==> src/sv/assert_macros.svh <==
// Assertion helpers
`ifndef ASSERT_MACROS_SVH
`define ASSERT_MACROS_SVH
`ifndef SYNTHESIS
`define RFA_ASSERT(label, clk, rst_n, prop, msg) \
	label: assert property (@(posedge clk) disable iff (!rst_n) prop) else $error(msg);
`define RFA_ASSERT_NR(label, clk, prop, msg) \
	label: assert property (@(posedge clk) prop) else $error(msg);
`else
`define RFA_ASSERT(label, clk, rst_n, prop, msg)
`define RFA_ASSERT_NR(label, clk, prop, msg)
`endif
`endif

==> src/sv/rfa_pkg.sv <==
`timescale 1ns / 1ps
package rfa_pkg;
	localparam int IN_WIDTH_DEF = 16;
	localparam int ACC_WIDTH_DEF = 64;
	localparam int DEN_WIDTH = 15;
	localparam int OUT_DEN_WIDTH = 63;

	typedef struct packed {
		logic signed [15:0] frac_num;
		logic [14:0] frac_den;
		logic last;
	} in_word_t;

	typedef struct packed {
		logic signed [63:0] sum_num;
		logic [62:0] sum_den;
		logic signed [63:0] diff_num;
		logic [62:0] diff_den;
		logic signed [63:0] prod_num;
		logic [62:0] prod_den;
		logic signed [63:0] quot_num;
		logic signed [63:0] quot_den;
	} out_word_t;

	typedef enum logic [3:0] {
		ST_IDLE, ST_LOAD, ST_GCD_START, ST_GCD_WAIT, ST_LCM_MUL,
		ST_SACC_WAIT, ST_SNEW_WAIT, ST_UPDATE, ST_MUL_WAIT, ST_OUT
	} state_t;

	typedef enum logic [3:0] {
		OP_NONE, OP_LOAD, OP_GCD_DIV, OP_GCD_STEP, OP_LCM_DIV, OP_LCM_MUL,
		OP_SACC_DIV, OP_SNEW_DIV, OP_UPDATE, OP_CLEAR
	} op_t;

	typedef struct packed {
		op_t op;
	} cmd_t;

	typedef struct packed {
		logic div_busy;
		logic mul_busy;
		logic gcd_done;
		logic at_start;
	} stat_t;
endpackage

==> src/sv/rfa_ctrl.sv <==
`timescale 1ns / 1ps
`include "assert_macros.svh"
module rfa_ctrl (
	input  logic clk,
	input  logic arst_n,
	input  logic in_valid,
	input  logic in_last,
	output logic in_stall,
	output logic out_valid,
	input  logic out_stall,
	input  rfa_pkg::stat_t stat,
	output rfa_pkg::cmd_t cmd
);
	rfa_pkg::state_t st_q, st_nx;
	logic last_q, first_q;

	always_ff @(posedge clk or negedge arst_n) begin
		if (!arst_n) begin
			st_q <= rfa_pkg::ST_IDLE;
			last_q <= 1'b0;
			first_q <= 1'b0;
		end else begin
			st_q <= st_nx;
			if (st_q == rfa_pkg::ST_IDLE && in_valid) begin
				last_q <= in_last;
				first_q <= stat.at_start;
			end
		end
	end

	always_comb begin
		st_nx = st_q;
		unique case (st_q)
			rfa_pkg::ST_IDLE: if (in_valid) st_nx = rfa_pkg::ST_LOAD;
			rfa_pkg::ST_LOAD: begin
				if (first_q) st_nx = last_q ? rfa_pkg::ST_OUT : rfa_pkg::ST_IDLE;
				else st_nx = rfa_pkg::ST_GCD_START;
			end
			rfa_pkg::ST_GCD_START: st_nx = stat.gcd_done ? rfa_pkg::ST_LCM_MUL : rfa_pkg::ST_GCD_WAIT;
			rfa_pkg::ST_GCD_WAIT: if (!stat.div_busy) st_nx = rfa_pkg::ST_GCD_START;
			rfa_pkg::ST_LCM_MUL: if (lcm_issued_q && !stat.div_busy) st_nx = rfa_pkg::ST_SACC_WAIT;
			rfa_pkg::ST_SACC_WAIT: if (!stat.div_busy) st_nx = rfa_pkg::ST_SNEW_WAIT;
			rfa_pkg::ST_SNEW_WAIT: if (!stat.div_busy) st_nx = rfa_pkg::ST_UPDATE;
			rfa_pkg::ST_UPDATE: if (!stat.div_busy) st_nx = rfa_pkg::ST_MUL_WAIT;
			rfa_pkg::ST_MUL_WAIT: begin
				if (!stat.mul_busy) st_nx = last_q ? rfa_pkg::ST_OUT : rfa_pkg::ST_IDLE;
			end
			rfa_pkg::ST_OUT: if (!out_stall) st_nx = rfa_pkg::ST_IDLE;
			default: st_nx = rfa_pkg::ST_IDLE;
		endcase
	end

	// LOAD uses captured at_start; first fraction captured via stat at accept
	logic lcm_issued_q;
	always_ff @(posedge clk or negedge arst_n) begin
		if (!arst_n) lcm_issued_q <= 1'b0;
		else lcm_issued_q <= (st_q == rfa_pkg::ST_LCM_MUL) ? 1'b1 :
			(st_q == rfa_pkg::ST_IDLE ? 1'b0 : lcm_issued_q);
	end

	always_comb begin
		cmd.op = rfa_pkg::OP_NONE;
		in_stall = 1'b1;
		out_valid = 1'b0;
		unique case (st_q)
			rfa_pkg::ST_IDLE: begin
				in_stall = 1'b0;
				if (in_valid) cmd.op = rfa_pkg::OP_LOAD;
			end
			rfa_pkg::ST_GCD_START: if (!stat.gcd_done) cmd.op = rfa_pkg::OP_GCD_DIV;
			rfa_pkg::ST_GCD_WAIT: if (!stat.div_busy) cmd.op = rfa_pkg::OP_GCD_STEP;
			rfa_pkg::ST_LCM_MUL: begin
				if (!lcm_issued_q) cmd.op = rfa_pkg::OP_LCM_DIV;
				else if (!stat.div_busy) cmd.op = rfa_pkg::OP_LCM_MUL;
			end
			rfa_pkg::ST_SACC_WAIT: if (!stat.div_busy) cmd.op = rfa_pkg::OP_SACC_DIV;
			rfa_pkg::ST_SNEW_WAIT: if (!stat.div_busy) cmd.op = rfa_pkg::OP_SNEW_DIV;
			rfa_pkg::ST_UPDATE: if (!stat.div_busy) cmd.op = rfa_pkg::OP_UPDATE;
			rfa_pkg::ST_OUT: begin
				out_valid = 1'b1;
				if (!out_stall) cmd.op = rfa_pkg::OP_CLEAR;
			end
			default: ;
		endcase
	end

	`RFA_ASSERT(a_out_only, clk, arst_n, out_valid |-> st_q == rfa_pkg::ST_OUT, "output outside out state")
	`RFA_ASSERT(a_accept_idle, clk, arst_n, (in_valid && !in_stall) |-> st_q == rfa_pkg::ST_IDLE, "accept while busy")
	`RFA_ASSERT(a_clear_once, clk, arst_n, cmd.op == rfa_pkg::OP_CLEAR |=> st_q == rfa_pkg::ST_IDLE, "clear without return")
endmodule

==> config.mk <==
export PLATFORM = sky130hd
export DESIGN_NAME = rfa_ctrl
export DESIGN_NICKNAME = d
export VERILOG_FILES = /design/src/sv/rfa_pkg.sv /design/src/sv/rfa_ctrl.sv
export VERILOG_INCLUDE_DIRS = /design/src /design/src/sv
export SDC_FILE = /design/constraint.sdc
export NUM_CORES = 1
export LEC_CHECK = 0
export BUFFER_PORTS_ARGS = -buffer_cell sky130_fd_sc_hd__buf_2
export CAP_MARGIN = 20
export CELL_PAD_IN_SITES_DETAIL_PLACEMENT = 0
export CELL_PAD_IN_SITES_GLOBAL_PLACEMENT = 1
export CORE_MARGIN = 2
export CORE_UTILIZATION = 40
export DETAILED_ROUTE_END_ITERATION = 16
export PLACE_DENSITY_LB_ADDON = 0.05
export SKIP_CTS_REPAIR_TIMING = 1
export SLEW_MARGIN = 10
export SYNTH_ARGS = -nofsm -noshare
export SYNTH_HDL_FRONTEND = slang
export SYNTH_SLANG_ARGS = --single-unit
==> constraint.sdc <==
create_clock -name clk -period 2.25 [get_ports clk]
set_input_delay 0.1125 -clock clk [delete_from_list [all_inputs] [get_ports clk]]
set_output_delay 0.1125 -clock clk [all_outputs]
set_load 0.01 [all_outputs]
; Yosys cells after proc, flatten, opt, wreduce, memory -nomap -nowiden
; Index checks and enable logic that the tools add are counted.
[word_totals]
reg_bits = 7
in_bits = 9
output_inout_bits = 6
word_cells = 53
[op_classes]
eq_ne = 17
mux = 26
n_reduce_logical = 6
[op_table]
columns = op, n
row1 = $mux 4, 12
row2 = $pmux 4 s10, 1
row3 = $pmux 4 s8, 1
row4 = $eq 4x3->1 const B, 4
row5 = $ne 2x2->1 const B, 8
row6 = $mux 3, 5
row7 = $eq 4x2->1 const B, 2
row8 = $eq 4x4->1 const B, 2
row9 = $reduce_and 8->1, 1
row10 = $mux 1, 5
row11 = $eq 4x1->1 const B, 1
row12 = $logic_not 4->1, 1
row13 = $mux 2, 2
row14 = $logic_and 1x1->1, 2
row15 = $reduce_bool 2->1, 1
row16 = $logic_not 1->1, 1

; Logic depth before layout (Yosys ltp)
[depth]
word_depth = 4
depth_mapped = 6
mapped_depth_nobuf = 4

; Least setup slack after synthesis
; No wires, ideal clock.
[synth_timing]
path_kind = register -> output
start = register st_q[2]
end = output cmd[1] in the netlist's numbering
arrival_ns = 1.406
t_required_ns = 2.138
slack_ns = 0.731
stages_incl_launch_ff = 4
n_path_buf = 1
path_cell_list = dfrtp_1 > buf_2 > or4b_2 > a21oi_1
[synth_lines]
columns = element, line_no
row1 = "start, declared", rfa_ctrl.sv:14  ; rfa_pkg::state_t st_q, st_nx;
row2 = "start signal, assigned", rfa_ctrl.sv:19  ; st_q <= rfa_pkg::ST_IDLE;
row3 = "start signal, assigned", rfa_ctrl.sv:23  ; st_q <= st_nx;
row4 = "end, declared", rfa_ctrl.sv:12  ; output rfa_pkg::cmd_t cmd

==> impl_metrics.env <==
export IMPL_ys_flop_type="dfrtp_1"
export IMPL_hpwl_um=952
export IMPL_layout_nets=95
export IMPL_clkTransAtPathRegs_ns=0.05
export IMPL_chipWidth_um=43.5
export IMPL_ant_nets=0
export IMPL_avgViaCountPerCell=5.40
export IMPL_num_vias=545
export IMPL_die_h_um=43.5
export IMPL_path_cells="or4b_2, a21oi_1, buf_2"
export IMPL_syn_cell_area_um2=623
export IMPL_io_pins=15
export IMPL_crit_family="flip-flops"
export IMPL_synth_yosys_warnings=0
export IMPL_n_antenna_cell=0
export IMPL_power_switching_uw=458
export IMPL_antenna_found_initial=0
export IMPL_synth_top_area_share_pct=28.1
export IMPL_ir_worst_vdd_mv=0.822
export IMPL_area_delta_synth_final_pct=16.5
export IMPL_p_sw_share_pct=43.5
export IMPL_rsz0062_at_grt="false"
export IMPL_setup_violations=0
export IMPL_fin_worst_skew_ns=0.00668
export IMPL_avgRoutedWirePerCell_um=13.1
export IMPL_synthSimpleGateAreaFrac_pct=29.3
export IMPL_avgSynthCellArea_um2=8.78
export IMPL_cts_inserted_buffers=3
export IMPL_synth_compound_area_share_pct=22.9
export IMPL_cts_tree="built"
export IMPL_cts_buffer_depth=2
export IMPL_place_congestion=0.749
export IMPL_timing_final_crit_period_ns=2.03
export IMPL_placement_io_buffers=14
export IMPL_path_buf_inv=1
export IMPL_wl_um=1330
export IMPL_hold_path_depth=2
export IMPL_clock_sinks=7
export IMPL_grt_pass1_vias=511
export IMPL_critPathLaunchType="register"
export IMPL_ys_ff_latch=7
export IMPL_die_area_mm2=0.00189
export IMPL_status="complete, no violations"
export IMPL_gr_total_overflow=0
export IMPL_crit_required_ns=2.14
export IMPL_drt_first_pass_iters=4
export IMPL_synth_edff_count=0
export IMPL_synthArstFlopShare_pct=100
export IMPL_synth_fa_ha_area_share_pct=1.81
export IMPL_layout_drive_gt1_share_pct=36.5
export IMPL_p_int_uw=595
export IMPL_clock_root_buffer="clkbuf_4"
export IMPL_core_area_mm2=0.00149
export IMPL_slowest_stage="dfrtp_1"
export IMPL_cp_data_arrival_time_ns=1.92
export IMPL_synth_top_family_by_area="simple AND/OR/NAND/NOR gates"
export IMPL_synth_largest_area_cell="dfrtp_1"
export IMPL_reg2reg_depth=4
export IMPL_fin_tns_setup_ns=0
export IMPL_synthDistinctLibCells=34
export IMPL_clk_latency_ns=0.25
export IMPL_cp_num_cells=3
export IMPL_synthTopCellsByArea="dfrtp_1 28%, mux2_2 7.2%, nand2b_1 7.0%"
export IMPL_htreeDepth=1
export IMPL_pwr_share_comb_pct=55.3
export IMPL_grt_max_degree=21
export IMPL_synthXorXnorAreaFrac_pct=1.41
export IMPL_min_path_type="input port to register"
export IMPL_min_from="in_last"
export IMPL_rr_startpoint="st_q[1]"
export IMPL_startpoint="st_q[1]"
export IMPL_powerDensity_mw_per_mm2=1450
export IMPL_synthCells=71
export IMPL_grt_pass1_wl_um=2300
export IMPL_fmax_mhz=492
export IMPL_cp_max_fo=20
export IMPL_drtIter0Drc=5
export IMPL_slew_viol_final=0
export IMPL_end_kind="output port"
export IMPL_synth_mux_area_share_pct=9.64
export IMPL_rows=14
export IMPL_synth_nets=80
export IMPL_path_class="register to output port"
export IMPL_p_clk_share_pct=10.9
export IMPL_yosysSeqAreaShare_pct=28.1
export IMPL_fin_crit_sh_pct=90.4
export IMPL_relSlewSlack_pct=59.2
export IMPL_tightest_slew_ns=0.612
export IMPL_p_leak_uw=0.000315
export IMPL_cp_slowest_stage_delay_ns=0.73
export IMPL_post_dp_cell_area_um2=689
export IMPL_pwr_share_seq_pct=33.8
export IMPL_drcViolationCount=0
export IMPL_cap_viol_max_count=0
export IMPL_track_usage_pct=16.1
export IMPL_initial_core_util_pct=41.8
export IMPL_final_area_um2=726
export IMPL_synth_commonest_cells="7 x dfrtp_1, 7 x nand2b_1, 6 x a21oi_1"
export IMPL_finalHoldViolCount=0
-- cell families after synthesis --
group | after synthesis
buffers and inverters | 8
xor gates and xnor gates | 1
muxes | 5
DFF | 7
adders and majority gates | 1
and+or+nand+nor | 29
AOI/OAI and AO/OA | 20
-- stage by stage --
step	hold WS [ns]	utilization (%)	cells	setup slack [ns]	power, uW
5_1_grt	0.102	48.7	101	0.124	1160
3_3_place_gp	-0.0487	46.3	96	0.537	937
6_report	0.0955	48.7	101	0.216	1050
4_1_cts	-0.321	48.1	100	0.229	1060
3_5_place_dp	-0.0460	46.3	96	0.507	939
2_1_floorplan	-0.183	-	71	0.731	818
-- final cells by class --
cell class / count / area (um^2)
fillers: 156 / 763
multi-input cells: 56 / 405
flip-flops and latches: 7 / 175
repair buffers: 17 / 95.1
clock buffers: 4 / 26.3
well taps: 16 / 20.0
inverters: 1 / 3.75
-- path summary, 6_finish.rpt --
kind | slack, ns | endpoint
hold / removal | 0.1 | last_q
setup reg to reg | 0.51 | st_q[1]
hold reg to reg | 0.55 | first_q
max in group asynchronous | 1.87 | st_q[3]
setup / recovery | 0.22 | cmd[1]
min in group asynchronous | 0.22 | lcm_issued_q
-- state kept, by name (all words and copies together), names as in the netlist --
signal        count
st_q              4
lcm_issued_q      1
first_q           1
last_q            1
-- worst reg2reg max path, delay by kind of cell (launching register included) --
kind	cells	cell delay, ns
AOI/OAI and AO/OA	1	0.23
adders and majority gates	1	0.40
DFF	1	0.60
muxes	1	0.29
and+or+nand+nor	1	0.10
-- power by group through the flow --
stage | clock [uW] | sequential [uW] | combinational (uW)
4_1_cts | 120 | 354 | 585
3_5_place_dp | 0 | 358 | 582
2_1_floorplan | 0 | 229 | 590
3_3_place_gp | 0 | 357 | 580
5_1_grt | 126 | 376 | 654
6_report | 115 | 356 | 582
-- layout by cell type (no fill, tap or decap), types with 2 or more instances in the layout --
| cell type | synthesis | layout |
|---|---|---|
| dfrtp_1 | 7 | 7 |
| o211ai_1 | 2 | 2 |
| clkbuf_4 | 0 | 3 |
| o21ai_0 | 3 | 3 |
| buf_4 | 0 | 2 |
| nand2b_1 | 7 | 7 |
| buf_2 | 4 | 14 |
| nand2_1 | 5 | 5 |
| mux2_2 | 4 | 4 |
| a21oi_1 | 6 | 6 |
| nor3b_1 | 2 | 2 |
| nand3b_1 | 3 | 3 |
| nor2_1 | 4 | 4 |
-- layer usage --
metal / wire length (um) / global-route usage (%)
met1: 671 / 23.0
met2: 565 / 22.4
met3: 74 / 7.08
met4: 15 / 3.64
met5: 0 / 0
Note: power is estimated with default switching activity, not from simulation.
